## src/hdl/gbns_pkg.sv

```systemverilog
// Shared types and constants of the go-back-N segmenting sender.
`default_nettype none
package gbns_pkg;

    // Event codes as carried on the input kind field
    localparam logic [1:0] KIND_MSG     = 2'd0;
    localparam logic [1:0] KIND_ACK     = 2'd1;
    localparam logic [1:0] KIND_TIMEOUT = 2'd2;

    // Timer commands on the closing item
    localparam logic [1:0] TC_LEAVE = 2'd0;
    localparam logic [1:0] TC_START = 2'd1;
    localparam logic [1:0] TC_STOP  = 2'd2;

    localparam int unsigned PREFIX_BYTES  = 4;
    localparam int unsigned HDR_BYTES     = 7;
    localparam logic [15:0] MAX_MSG_BYTES = 16'd65531;

    typedef struct packed {
        logic [1:0]  kind;
        logic [15:0] message_bytes;
        logic [31:0] ack_number;
        logic        ack_intact;
    } t_in;

    typedef struct packed {
        logic        packet_valid;
        logic [31:0] packet_seq;
        logic [9:0]  message_slot;
        logic [15:0] byte_offset;
        logic [6:0]  payload_bytes;
        logic [1:0]  timer_command;
        logic        message_accepted;
        logic        last;
    } t_out;

    // Classified event as queued between front and back
    typedef enum logic [1:0] {
        EV_MSG,
        EV_ACK,
        EV_TIMEOUT,
        EV_NONE
    } t_ev_kind;

    typedef struct packed {
        t_ev_kind    kind;
        logic [15:0] stored_len;
        logic [31:0] ack_number;
        logic        ack_ok;
    } t_event;

    typedef enum logic [2:0] {
        ST_IDLE,
        ST_EVAL,
        ST_FETCH,
        ST_SEND,
        ST_CLOSE
    } t_state;

endpackage
`default_nettype wire

```

## src/hdl/gbns_front.sv

```systemverilog
// Front end: classifies incoming events and queues them for the back end.
`default_nettype none
module gbns_front
    import gbns_pkg::*;
(
    input  wire logic   i_clk,
    input  wire logic   i_rst_n,
    input  wire logic   i_in_valid,
    output logic        o_in_stall,
    input  wire t_in    i_in_data,
    output logic        o_ev_valid,
    input  wire logic   i_ev_pop,
    output t_event      o_ev
);

    t_event     r_q [2];
    logic       r_wp, r_rp;
    logic [1:0] r_cnt;
    t_event     ev_c;
    logic       push;

    // classify the transfer
    always_comb begin
        ev_c.ack_number = i_in_data.ack_number;
        ev_c.ack_ok     = i_in_data.ack_intact;
        ev_c.stored_len = ((i_in_data.message_bytes > MAX_MSG_BYTES) ? MAX_MSG_BYTES
                          : i_in_data.message_bytes) + 16'(PREFIX_BYTES);
        unique case (i_in_data.kind)
            KIND_MSG:     ev_c.kind = EV_MSG;
            KIND_ACK:     ev_c.kind = EV_ACK;
            KIND_TIMEOUT: ev_c.kind = EV_TIMEOUT;
            default:      ev_c.kind = EV_NONE;
        endcase
    end

    assign o_in_stall = (r_cnt == 2'd2);
    assign push       = i_in_valid && !o_in_stall;
    assign o_ev_valid = (r_cnt != 2'd0);
    assign o_ev       = r_q[r_rp];

    // two-entry queue
    always_ff @(posedge i_clk) begin
        if (push) begin
            r_q[r_wp] <= ev_c;
        end
        if (!i_rst_n) begin
            r_wp  <= 1'b0;
            r_rp  <= 1'b0;
            r_cnt <= 2'd0;
        end else begin
            if (push) r_wp <= !r_wp;
            if (i_ev_pop) r_rp <= !r_rp;
            r_cnt <= r_cnt + 2'(push) - 2'(i_ev_pop);
        end
    end

endmodule
`default_nettype wire

```

## config.mk

```make
export PLATFORM = sky130hd
export DESIGN_NAME = gbns_front
export DESIGN_NICKNAME = d
export VERILOG_FILES = /design/src/hdl/gbns_pkg.sv /design/src/hdl/gbns_front.sv
export SDC_FILE = /design/constraint.sdc
export NUM_CORES = 1
export LEC_CHECK = 0
export BUFFER_PORTS_ARGS = -buffer_cell sky130_fd_sc_hd__buf_4
export CAP_MARGIN = 40
export CORE_ASPECT_RATIO = 1.5
export CORE_MARGIN = 2
export CORE_UTILIZATION = 53
export DETAILED_ROUTE_END_ITERATION = 12
export GPL_TIMING_DRIVEN = 0
export PLACE_DENSITY = 0.8
export SYNTH_ARGS = -nofsm -noshare
export SYNTH_HDL_FRONTEND = slang
export SYNTH_SLANG_ARGS = --single-unit
```

## constraint.sdc

```tcl
create_clock -name i_clk -period 2.7 [get_ports i_clk]
set_input_delay 0.27 -clock i_clk [delete_from_list [all_inputs] [get_ports i_clk]]
set_output_delay 0.27 -clock i_clk [all_outputs]
set_load 0.05 [all_outputs]
```

Word level (Yosys, flattened, before mapping)
Memories as Yosys holds them, arrays and structs flattened. A register that Yosys moved wholly into a read port is not among the register bits.
Index checks and enable logic that the tools add are counted.
{"block": "classes", "reduce_logical": 6, "order_cmp": 1, "muxes": 6, "n_eq_ne": 3, "n_addsub": 3}
{"op": "16-bit by 3-bit adder with 16-bit output, second input constant", "n": 1}
{"op": "16-bit greater-than comparator, second input constant", "n": 1}
{"op": "16-bit 2-to-1 mux", "n": 1}
{"op": "2-bit case mux with 3 select lines", "n": 1}
{"op": "2-bit equality test, second input constant", "n": 2}
{"op": "1-bit 2-to-1 mux", "n": 4}
{"op": "1-bit logical NOT", "n": 3}
{"op": "2-bit by 1-bit adder with 2-bit output", "n": 1}
{"op": "2-bit by 1-bit equality test with 1-bit output, second input constant", "n": 1}
{"op": "2-bit logical NOT", "n": 1}
{"op": "2-bit nonzero test", "n": 1}
{"op": "2-bit by 1-bit subtractor with 2-bit output", "n": 1}
{"op": "1-bit logical AND", "n": 1}
{"block": "totals", "elab_cells": 23, "mem_count": 1, "ram_bits": 102, "output_inout_bits": 53, "reg_bits": 4, "input_bits": 55}
{"memory": "r_q", "depth": 2, "word_bits": 51, "rd": 1, "rd_ports_with_merged_regs": 1, "wr": 1, "line_no": "gbns_front.sv:16", "source": "t_event r_q [2];"}

Logic depth before layout (Yosys ltp)
{"block": "depth", "word_depth": 5, "depth_mapped": 8, "ltp_nobuf": 8}

Worst setup path before layout
OpenSTA, ideal clock, no wires.
{"block": "synth_timing", "path_type": "register to register", "startpoint": "register r_cnt[0]", "endpoint": "memory r_q[0][0] (netlist bit) (enable)", "required_ns": 2.295, "path_slack_ns": 0.232, "synth_period_minus_slack_ns": 2.468, "arrival_ns": 2.063, "stages_incl_launch_ff": 5, "setup_time_ns": 0.405, "cell_sequence": "dfxtp_1 > nand2b_1 > inv_1 > or3_1 > inv_1"}
{"block": "synth_via", "elab_chain_cells": 5}
{"element": "from (decl)", "line_no": "gbns_front.sv:18", "source": "logic [1:0] r_cnt;"}
{"element": "from (signal assigned)", "line_no": "gbns_front.sv:53", "source": "r_cnt <= r_cnt + 2'(push) - 2'(i_ev_pop);"}
{"element": "2-bit equality test", "line_no": "gbns_front.sv:36", "source": "assign o_in_stall = (r_cnt == 2'd2);"}
{"element": "named net o_in_stall", "line_no": "gbns_front.sv:9", "source": "output logic o_in_stall,"}
{"element": "1-bit logical NOT", "line_no": "gbns_front.sv:37", "source": "assign push = i_in_valid && !o_in_stall;"}
{"element": "1-bit logical AND", "line_no": "gbns_front.sv:37"}
{"element": "1-bit 2-to-1 mux", "line_no": "gbns_front.sv:43", "source": "if (push) begin"}
{"element": "1-bit 2-to-1 mux (implied by the code)", "line_no": "gbns_front.sv:44", "source": "r_q[r_wp] <= ev_c;"}
{"element": "to (decl)", "line_no": "gbns_front.sv:16"}
The timed path passes the listed nets, and every way through them passes these cells.

==> flow_summary.toml <==
[sta]
drv_slew = 0
fin_ws_ns = 0.657
tightest_slew_ns = 0.602
rsz0062_at_grt = "false"
setup-tns-final_ns = 0
final.min_clock_period_ns = 2.04
finalHoldViolations = 0
setup_viol = 0
clock_skew_ns = 0.00850
fin_hold_ws_ns = 0.115
slew_headroom = 0.599
period_share = 0.757
max_freq_mhz = 489

[placed_design]
placed_cell_area_um2 = 5230
gp_congestion = 0.739
dp_slack_ns = 0.487
hpwl_um = 5480
numPortBuffers = 105

[power]
seq_power_share = 0.440
clockPowerShare = 0.335
vdd_drop_max_v = 0.000542
switching_share = 0.272
power_density_nw_per_um2 = 831
power_uw = 4650
p_leak_uw = 0.00212
p_switching_uw = 1270
p_int_uw = 3390
combinationalPowerShare = 0.225

[worst_setup_path]
path_class = "flip-flop to output port"
required_ns = 2.43
critPathArrivalTime_ns = 1.77
ff2ff_path_depth = 5
cp_max_fo = 10
cp-end-kind = "output port"
startpoint_type = "flip-flop"
r2r_start = "r_cnt[0]"
reg2reg_setup_slack_ns = 0.85
timing.rr.end = "r_q[0][10]"

[routing]
drc = 0
dr.pass1.iters = 4
vias = 2381
viasPerCell = 5.16
drt_iter0_drc = 113
wl_um = 7790
drtAntennaViolNets = 0
avgRoutedWirePerCell_um = 16.9

[cells_and_area]
drive_gt1_frac = 0.534
num_antenna_cells = 0
fin_nets = 410
syn_to_final_growth_pct = 31.1
stdcell_area_um2 = 5600

[yosys]
synth_area_um2 = 4270
synthCells = 233
yosysWarnings = 0
ys_ff_latch = 107
seq_area_frac_synth = 0.741
synthTopCellsByArea = "edfxtp_1 (72%), mux2_2 (14%), dfxtp_1 (2.3%)"
synthDominantCellAreaShare = 0.718
synthArstFlopShare = 0
synth_edf_count = 102
yosysUniqueCellTypes = 34
synth_flop_cell = "edfxtp_1"
synth.avg_cell_area_um2 = 18.3
yosys.area.top_type = "edfxtp_1"
synth_nets = 292

[die]
core_area_um2 = 7910
start_util = 0.540
fp.dieH_um = 114
design.die.area_um2 = 8800
die_w_um = 77.3
io_pins = 108
rows = 40

[hold_path]
hp-class = "primary input to flip-flop"
hold_start = "i_in_data[24]"
holdPathStages = 1
holdPathEnd = "r_q[0][24]"

[global_route]
grt_overflow = 0
grt_pass1_vias = 2578
grt_max_degree = 35
antenna_found_initial = 0
track_usage = 0.181
grt_first_pass_wirelength_um = 11900

[clocking]
cts_buffer_depth = 2
cts_root_buffer = "clkbuf_16"
clk_pin_slew_ns = 0.07
cts_tree = "yes"
post_cts_buffers = 0
cts.repair.resized = 0
clk_latency_ns = 0.34
cts_buffers = 9
holdBufCountCts = 0
h-tree-depth = 3
clkSinkCount = 107

[outcome]
status = "complete, no violations"

[run]
drv_cap = 0
==> stage by stage <==
stage | utilization | std cells
after global placement | 0.656 | 443
after CTS | 0.708 | 461
final | 0.708 | 461
after detailed placement | 0.661 | 445
after floorplan | - | 233
after global routing | 0.708 | 461
==> power groups by stage <==
stage	Clock [µW]	Combinational, µW	Sequential [µW]
after floorplan	0	721	2070
after global placement	0	1020	2080
after detailed placement	0	1060	2080
after CTS	1590	1060	2050
after global routing	1650	1100	2060
final	1560	1050	2050
==> final cells by class <==
cell class,count,area [µm²]
sequential,107,3160
fill,567,2310
timing repair buffer,107,828
clock inverter,5,125
clock buffer,11,243
buffer,9,40.0
inverter,6,22.5
multi-input combinational,111,1040
tap,105,131
==> synth_stat cells, drive strengths merged (4+ instances only) <==
cell	n
xor2	5
dfxtp	5
ha	4
edfxtp	102
xnor2	5
nand4	4
nand2	6
buf	5
nor2	4
inv	6
mux2	53
clkbuf	4
==> critical path, stage by stage (launching register included) <==
cell	delay [ns]
dfxtp_1	0.31
clkbuf_1	0.24
buf_2	0.32
mux2_2	0.38
buf_4	0.19
==> layout by cell type (no fill, tap or decap), drive strengths merged <==
cell type / n
ha: 4
nor3: 3
nor4: 2
nor2b: 1
xnor2: 5
nand4: 4
and2: 2
a21oi: 2
and4: 1
nand3: 3
bufinv: 4
or2: 3
o21ai: 1
a31oi: 1
edfxtp: 102
and3: 2
or3: 2
o311ai: 1
xor2: 5
clkbuf: 15
dfxtp: 5
inv: 6
buf: 112
a41o: 1
nor2: 4
nand2b: 2
nand2: 6
clkinv: 1
nor4b: 2
mux2: 53
o31ai: 1
==> flip-flops by register name (all words and copies together) (netlist names), named ones only <==
register	count
r_q	102
r_cnt	2
r_rp	1
r_wp	1
==> worst max path at each step <==
stage                     cells after the start  slack (ns)         end           from
final                                         4        0.66    o_ev[45]      flip-flop
after global routing                          4        0.52    o_ev[45]      flip-flop
after CTS                                     4        0.57    o_ev[45]      flip-flop
after detailed placement                      8        0.49  r_q[0][45]  i_in_data[47]
after global placement                        4       -0.09  r_q[0][44]       r_cnt[0]
after floorplan                               4        0.23   r_q[0][0]       r_cnt[0]
==> routing by layer <==
| metal | global-route usage | routed length [µm] | vias to the layer above |
|---|---|---|---|
| met2 | 0.340 | 4340 | 78 |
| met4 | 0.0857 | 169 | 0 |
| li1 | - | - | 1129 |
| met1 | 0.173 | 2780 | 1161 |
| met3 | 0.0665 | 494 | 13 |
| met5 | 0 | 0 | - |
==> kinds of logic (layout without fill, tap and decap cells) <==
group / after synthesis / after routing / synth area share
compound gates: 7 / 7 / 0.0111
flops: 107 / 107 / 0.741
fa+ha+maj: 4 / 4 / 0.0117
mux: 53 / 53 / 0.140
simple gates: 37 / 37 / 0.0610
buf+inv: 15 / 138 / 0.0147
xor+xnor: 10 / 10 / 0.0205
(Power assumes the default switching activity.)
